File: src/rtl/abst_pkg.sv
// Package for the array binary search tree: node pool sizes, index and key types,
// command and status codes, and the result of the shared compare/step unit.
// No dependencies.
package abst_pkg;

  localparam int NODES      = 1024;
  localparam int ADDR_W     = $clog2(NODES);
  localparam int IDX_W      = ADDR_W + 1;
  localparam int KEY_W      = 31;
  localparam int VAL_W      = 32;
  localparam int IN_DATA_W  = 72;   // cmd + key + value = 66 bits, padded to bytes
  localparam int OUT_DATA_W = 48;   // status + value + count = 45 bits, padded to bytes

  typedef logic [IDX_W-1:0]  idx_t;
  typedef logic [ADDR_W-1:0] addr_t;
  typedef logic [KEY_W-1:0]  key_t;
  typedef logic [VAL_W-1:0]  val_t;

  // null link marker: one past the last node
  localparam idx_t NIL = IDX_W'(NODES);

  // commands
  localparam logic [2:0] CMD_INSERT = 3'd0;
  localparam logic [2:0] CMD_SEARCH = 3'd1;
  localparam logic [2:0] CMD_MIN    = 3'd2;
  localparam logic [2:0] CMD_MAX    = 3'd3;
  localparam logic [2:0] CMD_SUCC   = 3'd4;

  // result status codes
  localparam logic [1:0] STAT_OK    = 2'd0;
  localparam logic [1:0] STAT_MISS  = 2'd1;
  localparam logic [1:0] STAT_FULL  = 2'd2;
  localparam logic [1:0] STAT_EMPTY = 2'd3;

  // output of the compare/step unit
  typedef struct packed {
    logic eq;   // search key equals node key
    logic lt;   // search key below node key
    idx_t nxt;  // link to follow from this node
  } step_res_t;

  function automatic logic is_nil(input idx_t i);
    return (i == NIL);
  endfunction

endpackage

File: src/rtl/abst_step.sv
// Shared compare/step unit: compares the search key with a node key and picks
// the link to follow next. Depends on abst_pkg.
module abst_step (
  input  logic               use_key,   // descend by key compare
  input  logic               go_left,   // otherwise follow this side
  input  abst_pkg::key_t     key,
  input  abst_pkg::key_t     node_key,
  input  abst_pkg::idx_t     left,
  input  abst_pkg::idx_t     right,
  output abst_pkg::step_res_t res
);
  import abst_pkg::*;

  logic take_left;

  always_comb begin
    take_left = use_key ? (key < node_key) : go_left;
    res.eq    = (key == node_key);
    res.lt    = (key < node_key);
    res.nxt   = take_left ? left : right;
  end

endmodule

File: config.mk
export PLATFORM = sky130hd
export DESIGN_NAME = abst_step
export DESIGN_NICKNAME = d
export VERILOG_FILES = /design/src/rtl/abst_pkg.sv /design/src/rtl/abst_step.sv
export SDC_FILE = /design/constraint.sdc
export NUM_CORES = 1
export LEC_CHECK = 0
export BUFFER_PORTS_ARGS = -buffer_cell sky130_fd_sc_hd__buf_2
export CAP_MARGIN = 30
export CELL_PAD_IN_SITES_DETAIL_PLACEMENT = 0
export CELL_PAD_IN_SITES_GLOBAL_PLACEMENT = 1
export CORE_UTILIZATION = 26
export DETAILED_ROUTE_END_ITERATION = 6
export PLACE_DENSITY = 0.9
export SYNTH_ARGS = -nofsm -noshare
export SYNTH_HDL_FRONTEND = slang
export SYNTH_SLANG_ARGS = --single-unit
File: constraint.sdc
create_clock -name vclk -period 2.65
set_input_delay 0.1325 -clock vclk [all_inputs]
set_output_delay 0.1325 -clock vclk [all_outputs]
set_load 0.005 [all_outputs]
### Yosys cells after proc, flatten, opt, wreduce, memory -nomap -nowiden

Cells that the tools add are included.

| word-level totals | value |
|---|---|
| register bits | 0 |
| bits in latches | 0 |
| bits in writable memories | 0 |
| ROM bits | 0 |
| logic and storage cells | 4 |
| memories | 0 |

| cells by class | value |
|---|---|
| add/sub/neg operators | 0 |
| multiply operators | 0 |
| divide/modulo/power cells | 0 |
| magnitude comparators | 1 |
| equality and inequality tests | 1 |
| shift operators | 0 |
| multiplexer cells | 2 |
| bitwise operators | 0 |
| reductions and logical operators | 0 |

Operators with widths:

| cell | count |
|---|---|
| 31-bit equality test | 1 |
| 31-bit less-than comparator | 1 |
| 11-bit 2-to-1 mux | 1 |
| 1-bit 2-to-1 mux | 1 |

### Depth between registers and ports, before layout

Gate-level depths: netlist of the first run.

| logic depth | value |
|---|---|
| depth after elaboration | 3 |
| mapped depth | 9 |
| depth with buffers taken out | 8 |

### Least setup slack after synthesis of the first run

OpenSTA, ideal clock, no wires.

| path | value |
|---|---|
| path kind | input to output |
| start | input port node_key[13] |
| end | output port res[0] (netlist name) |
| arrival time | 1704 ps |
| required time | 2518 ps |
| path slack | 813 ps |
| cell stages on the path | 8 |
| buffers on the path | 1 |
| cells stage by stage | inv_1 -> ha_1 -> and4_1 -> a221oi_2 -> a21oi_1 -> o31a_1 -> buf_6 -> mux2_4 |

RTL lines:

| what | line | source |
|---|---|---|
| start, declared | abst_step.sv:7 | `input abst_pkg::key_t node_key,` |
| end, declared | abst_step.sv:10 | `output abst_pkg::step_res_t res` |

==> qor.yml, run 1 <==
vias_per_cell: 4.396
multi_input_area_um2: 873.3
start_util_pct: 27.34
min_to: "res[4]"
grt.total_usage_pct: 11.72
final_antenna_net_count: 0
vias: 1222
placeableCoreArea_um2: 3689
drt_iter0_drc: 16
seq_cell_count: 0
drive_gt1_share_pct: 50.87
die-area_um2: 4132
min_from: "right[4]"
nFillCells: 419
path_max_fanout: 11
ctsResizeCount: 0
syn_nets: 248
grt_pass1_wl_um: 4126
power.leakage_nw: 1.005
fin_nets: 349
hold_slack_ns: 0.5553
yosys_warnings: 0
hp-class: "in -> out"
path_class: "in -> out"
start_kind: "primary input"
ir_drop_v: 0.00004150
worst_pin_slew_ns: 0.3162
drcViolationCount: 0
setup_viol: 0
cp_data_arrival_time_ns: 2.12
gp_congestion: 0.7659
regArea_um2: 0
timing.final.crit_share_pct: 84.82
n_antenna_cell: 0
drt_wl_total_um: 2481
row_count: 22
port_buffers: 99
pre_cts_ws_ns: 0.3481
clkbuf_count: 0
dp.cells: 278
hold_viol: 0
min_period_ns: 2.248
num_io_pins: 99
cts_hold_buf: 0
ys_seq_area_share_pct: 0
synth_area_per_cell_um2: 7.698
tns_ns: 0
min_path_cells: 3
max_freq_mhz: 444.9
finalInstanceArea_um2: 1560
maxCapViolCount: 0
place_area_um2: 1560
post_cts_buffers: 0
relSlewSlack_pct: 78.63
p_per_area_nw_per_um2: 150.9
hpwl_um: 2401
synthesis.area_um2: 1008
synthCells: 131
endpoint_kind: "output port"
die_w_um: 64.28
drt_first_pass_iters: 4
status: "completed"
synth.distinct_cells: 26
layoutNonFillerInstCount: 278
syn_to_final_growth_pct: 54.72
grt_max_degree: 12
antenna_found_initial: 0
cp.required_ns: 2.52
finalWorstSetupSlack_ns: 0.4023
rsz0062_at_grt: "false"
grt_pass1_vias: 1128
drv_slew: 0
routedWlPerCell_um: 8.924
dieHeight_um: 64.28
grt_overflow: 0
==> kinds of logic (layout without fill, tap and decap cells) <==
logic type / count (synthesis) / after routing / share of synthesized area [%]
adders and majority gates: 31 / 31 / 38.46
AOI/OAI and AO/OA: 24 / 24 / 15.88
buffers and inverters: 34 / 133 / 13.40
and+or+nand+nor: 31 / 31 / 16.25
muxes: 11 / 11 / 16.00
==> worst max-delay path: stages <==
cell and delay (ns):
buf_2 0.07, inv_1 0.03, ha_1 0.32, nand4_1 0.12, nor3_1 0.26, o31ai_1 0.12
a21oi_1 0.21, o31a_1 0.14, buf_4 0.22, mux2_2 0.35, buf_2 0.12
==> per-stage QoR <==
stage | util [%] | power [mW]
final | 42.30 | 0.2355
after global routing | 42.30 | 0.2698
after CTS | 42.30 | 0.2403
after detailed placement | 42.30 | 0.2388
after global placement | 42.30 | 0.2366
after floorplan | - | 0.1382
==> how the worst max path moves through the flow <==
stage                             from      end  slack [ns]  cells past startpoint
after floorplan           node_key[13]   res[0]        0.81                      8
after global placement    node_key[13]  res[10]        0.38                     11
after detailed placement  node_key[13]  res[10]        0.35                     11
after CTS                 node_key[13]  res[10]        0.33                     11
after global routing      node_key[13]  res[10]        0.22                     11
final                     node_key[13]  res[10]        0.40                     11
==> cells in the mapped netlist <==
| cell | number | share of area, % |
|---|---|---|
| nand3b_1 | 1 | 0.74 |
| inv_1 | 33 | 12 |
| and4_1 | 2 | 1.7 |
| nor4b_1 | 1 | 0.87 |
| o21ai_0 | 3 | 1.5 |
| a21o_1 | 1 | 0.74 |
| o21ai_1 | 1 | 0.50 |
| nor2_1 | 5 | 1.9 |
| a21o_2 | 1 | 0.87 |
| ha_1 | 31 | 38 |
| nor3_1 | 2 | 0.99 |
| nand4_1 | 4 | 2.5 |
| a221oi_2 | 1 | 1.5 |
| nand4_2 | 1 | 1.2 |
| a21oi_2 | 2 | 1.7 |
| o31ai_1 | 1 | 0.74 |
| mux2_2 | 1 | 1.1 |
| mux2_4 | 10 | 15 |
| nand3_1 | 4 | 2.0 |
| and3_1 | 1 | 0.62 |
| nand2_1 | 10 | 3.7 |
| o31a_1 | 1 | 0.87 |
| a211oi_2 | 1 | 1.2 |
| buf_6 | 1 | 1.1 |
| a21oi_1 | 11 | 5.5 |
| a22oi_1 | 1 | 0.74 |
==> power breakdown <==
part / internal, mW / switching, mW / leakage [nW]
clock: 0 / 0 / 0
sequential: 0 / 0 / 0
combinational: 0.137 / 0.0986 / 1.00
==> placed cells by master (no fill, tap or decap), types with 2 or more instances in the layout <==
master	count
o21ai_0	3
nand4_1	4
nor3_1	2
nand3_1	4
a21oi_2	2
buf_2	99
nor2_1	5
nand2_1	10
mux2_4	10
ha_1	31
a21oi_1	11
and4_1	2
inv_1	33
==> cell type report <==
class              count  share of cell area (%)
inverters             33                   7.939
multi-input cells     97                   55.97
well taps             48                   3.849
repair buffers       100                   32.24
==> layer usage <==
layer	wire (um)	up-vias	GRT usage (%)
li1	-	654	-
met1	1024	497	13.34
met2	1121	67	23.42
met3	300	4	1.071
met4	34	0	1.667
met5	0	-	0
Note: power is estimated with default switching activity, not from simulation.
==> run 2, diff against run 1 <==
ABC_AREA = 1   (was unset)
CORE_UTILIZATION = 25   (was 26)
PLACE_DENSITY = 0.85   (was 0.9)
clock period = 2.2 ns   (was 2.65 ns; I/O delays follow)
==> qor.yml, run 2 <==
min_path_cells: 4
routedWlPerCell_um: 8.158
path_class: "in -> out"
antenna_found_initial: 0
worst_pin_slew_ns: 0.4100
tns_ns: 0
drcViolationCount: 18
grt_max_degree: 12
maxCapViolCount: 0
yosysMostFrequentCell: "nand2_1"
gp_congestion: 0.7348
violations: "design-rule violations"
grt.total_usage_pct: 10.96
min_from: "left[1]"
grt_overflow: 0
vias_per_cell: 4.202
syn_to_final_growth_pct: 44.46
status: "finished, violations left"
post_cts_buffers: 0
nFillCells: 494
drv_slew: 0
hp-class: "in -> out"
yosys_warnings: 0
start_kind: "primary input"
max_freq_mhz: 542.3
layout.cells.most_common: "buf_2"
synth.area.top_cells: "ha_1 (33%), nand2_1 (18%), inv_1 (15%)"
p_per_area_nw_per_um2: 178.1
timing.final.crit_share_pct: 83.82
cts_hold_buf: 0
drt_iter0_drc: 54
syn_nets: 312
synth.distinct_cells: 18
synthesis.area_um2: 1174
ir_drop_v: 0.00005110
port_buffers: 99
cp.required_ns: 2.09
hold_viol: 0
ctsResizeCount: 0
die_w_um: 70.52
layout_common_cells: "buf_2 (99), nand2_1 (56), inv_1 (48)"
regArea_um2: 0
synthCells: 195
ys_seq_area_share_pct: 0
relSlewSlack_pct: 72.59
grt_pass1_wl_um: 4767
drt_first_pass_iters: 5
hpwl_um: 2582
num_io_pins: 99
finalInstanceArea_um2: 1695
synth_common_cells: "nand2_1 (56), inv_1 (48), ha_1 (31)"
place_area_um2: 1695
rsz0062_at_grt: "false"
drt_wl_total_um: 2790
grt_pass1_vias: 1316
path_max_fanout: 11
n_antenna_cell: 0
power.leakage_nw: 1.169
final_antenna_net_count: 0
synth_area_per_cell_um2: 6.019
row_count: 24
drive_gt1_share_pct: 41.03
fin_nets: 409
placeableCoreArea_um2: 4444
endpoint_kind: "output port"
seq_cell_count: 0
synth_top_cell_by_area: "ha_1"
dieHeight_um: 70.52
min_to: "res[1]"
setup_viol: 0
clkbuf_count: 0
vias: 1437
die-area_um2: 4972
cp_data_arrival_time_ns: 1.73
synth_top_area_share_pct: 33.05
start_util_pct: 26.41
min_period_ns: 1.844
-- run 2: cell types whose count changed after synthesis, sizes merged, moves of 2 or more --
| cell | before | now |
|---|---|---|
| a21oi | 13 | 10 |
| inv | 33 | 48 |
| and4 | 2 | 0 |
| mux2 | 11 | 0 |
| nor2 | 5 | 10 |
| buf | 1 | 4 |
| nand2 | 10 | 59 |
| nand4 | 5 | 1 |
| nand3 | 4 | 27 |
| o21ai | 4 | 0 |
-- run 2: per-layer routing --
metal  global-route usage, %  wire length, um  up-vias
li1                        -                -      801
met1                   12.75             1193      581
met2                   22.11             1329       53
met3                   1.010              245        2
met4                  0.9070               21        0
met5                       0                0        -
-- run 2: final cells by class --
type / instances / area, um2 / area share, %
inverters: 48 / 180.2 / 10.63
well taps: 52 / 65.06 / 3.838
multi-input cells: 143 / 954.7 / 56.31
repair buffers: 99 / 495.5 / 29.23
-- run 2: logic make-up (layout without fill, tap and decap cells) --
| logic type | after synthesis | in the layout | share of synthesized area, % |
|---|---|---|---|
| AND/OR/NAND/NOR | 100 | 100 | 42.43 |
| buffers and inverters | 52 | 147 | 18.66 |
| adder cells (fa/ha/maj) | 31 | 31 | 33.05 |
| AO/OA/AOI/OAI | 12 | 12 | 5.863 |
-- run 2: worst max-delay path by stage --
stage                       from  endpoint  depth (start not counted)
floorplan           node_key[30]    res[0]                         12
global placement    node_key[22]   res[10]                         12
detailed placement  node_key[22]   res[10]                         12
CTS                 node_key[22]   res[10]                         12
global route        node_key[22]    res[6]                         12
finish              node_key[22]   res[10]                         12
-- run 2: metrics by stage --
stage                     power, mW  hold slack (ns)  setup WS (ns)  util, %  instances
after global routing         0.3548           0.5193        0.03676    38.15        342
after global placement       0.3032           0.5041         0.3055    38.15        342
after floorplan              0.1845           0.3124         0.8162        -        195
after CTS                    0.3085           0.5074         0.3078    38.15        342
final                        0.3019           0.5031         0.3560    38.15        342
after detailed placement     0.3069           0.5074         0.3062    38.15        342
-- run 2: worst max-delay path, cell delays in order --
cell and delay, ns:
buf_2 0.08, inv_1 0.03, ha_1 0.28, nand2_1 0.07, nor2_1 0.14, nand4_1 0.16
nor3_2 0.13, nand2_1 0.10, nand3_1 0.31, nand3_1 0.12, nand2_1 0.10, buf_2 0.11
-- run 2: where the power goes --
part	internal (mW)	switching, mW	leakage [nW]
Combinational	0.151	0.151	1.17
Sequential	0	0	0
Clock	0	0	0
Total	0.151	0.151	1.17
==> run 3, diff against run 2 <==
ABC_AREA = 0   (was 1)
CORE_UTILIZATION = 22   (was 25)
PLACE_DENSITY = 0.82   (was 0.85)
clock period = 1.54 ns   (was 2.2 ns; I/O delays follow)
==> qor.yml, run 3 (synthesized netlist as in run 1, its figures left out) <==
status: "finished, violations left"
violations: "negative setup slack"
gp_congestion: 0.7753
max_stage_delay_ns: 0.33
hold_viol: 0
grt_pass1_wl_um: 4754
endpoint_kind: "output port"
die_w_um: 69.71
setup_viol: 12
layout_common_cells: "buf_2 (80), inv_1 (25), buf_6 (20)"
hold_slack_ns: 0.4424
finalPower_uw: 590.0
cp.buffers_inverters: 3
grt_max_degree: 11
clkbuf_count: 0
hpwl_um: 2564
vias: 1301
start_util_pct: 23.00
drv_slew: 0
cp.required_ns: 1.46
drcViolationCount: 0
crit_chain: "buf_6 -> ha_4 -> a211oi_2 -> nor2_1 -> o31ai_2 -> a21oi_2 -> o31a_1 -> buf_12 -> mux2_4 -> buf_6"
final_antenna_net_count: 0
syn_to_final_growth_pct: 100.7
cp_data_arrival_time_ns: 1.94
p_per_area_nw_per_um2: 291.5
row_count: 24
layout.cells.most_common: "buf_2"
worst_pin_slew_ns: 0.2391
fin_nets: 357
ir_drop_v: 0.00009193
seq_cell_count: 0
path_class: "in -> out"
drive_gt1_share_pct: 66.81
max_freq_mhz: 496.9
grt.total_usage_pct: 11.22
drt_iter0_drc: 17
vias_per_cell: 4.486
grt_overflow: 0
critPathTopFamily: "compound AO/OA/AOI/OAI gates"
hp-class: "in -> out"
dp.cells: 287
path_common_cell: "buf_6"
start_kind: "primary input"
die-area_um2: 4859
placeableCoreArea_um2: 4384
n_antenna_cell: 0
min_period_ns: 2.013
dieHeight_um: 69.71
finalWorstSetupSlack_ns: -0.4726
relSlewSlack_pct: 83.96
rsz0062_at_grt: "true"
regArea_um2: 0
port_buffers: 99
routedWlPerCell_um: 10.28
path_max_fanout: 10
layoutNonFillerInstCount: 290
num_io_pins: 99
drt_first_pass_iters: 3
slowest_stage: "o31a_1"
critPathLaunch: "key[4]"
timing.final.crit_share_pct: 130.7
maxCapViolCount: 0
antenna_found_initial: 0
grt_pass1_vias: 1193
power.leakage_nw: 1.092
drt_wl_total_um: 2982
min_from: "left[2]"
pre_cts_ws_ns: -0.6450
run 3: where the power goes:
group / leakage (nW) / switching [mW] / internal (mW) / total [mW]
Combinational: 1.09 / 0.231 / 0.359 / 0.590
Sequential: 0 / 0 / 0 / 0
Clock: 0 / 0 / 0 / 0
Total: 1.09 / 0.231 / 0.359 / 0.590
run 3: what timing repair did:
item | CTS | global route
resized for setup | 17 | 31
setup endpoints to repair | 12 | 13
endpoints found under the hold margin | 0 | 0
setup buffers | 2 | 1
pin swaps | 5 | 9
hold buffers | 0 | 0
run 3: worst paths after layout:
check | to | slack, ns | cells after the start
hold / removal | res[2] | 0.44 | 3
setup / recovery | res[7] | -0.47 | 10
run 3: cell type report:
class                           count  area [um2]
Fill cell                         430        2360
Inverter                           33       133.9
Multi-Input combinational cell     97        1127
Tap cell                           52       65.06
Timing Repair Buffer              108       698.2
run 3: per-layer routing:
layer | track usage (%) | vias up | routed length (um)
li1 | - | 672 | -
met1 | 12.60 | 564 | 1115
met5 | 0 | - | 0
met2 | 22.55 | 65 | 1529
met3 | 2.471 | 0 | 337
met4 | 0 | 0 | 0
run 3: tightest hold or removal path, cell delays in order:
cell    delay [ns]
buf_2         0.08
mux2_4        0.13
buf_6         0.08
run 3: stage by stage:
| step | setup TNS, ns | utilization (%) | area (um2) |
|---|---|---|---|
| 2_1_floorplan | -1.647 | - | 1131 |
| 3_3_place_gp | -6.505 | 39.64 | 1738 |
| 3_5_place_dp | -6.910 | 39.64 | 1738 |
| 4_1_cts | -5.611 | 42.15 | 1848 |
| 5_1_grt | -6.393 | 46.18 | 2024 |
| 6_report | -5.116 | 46.18 | 2024 |
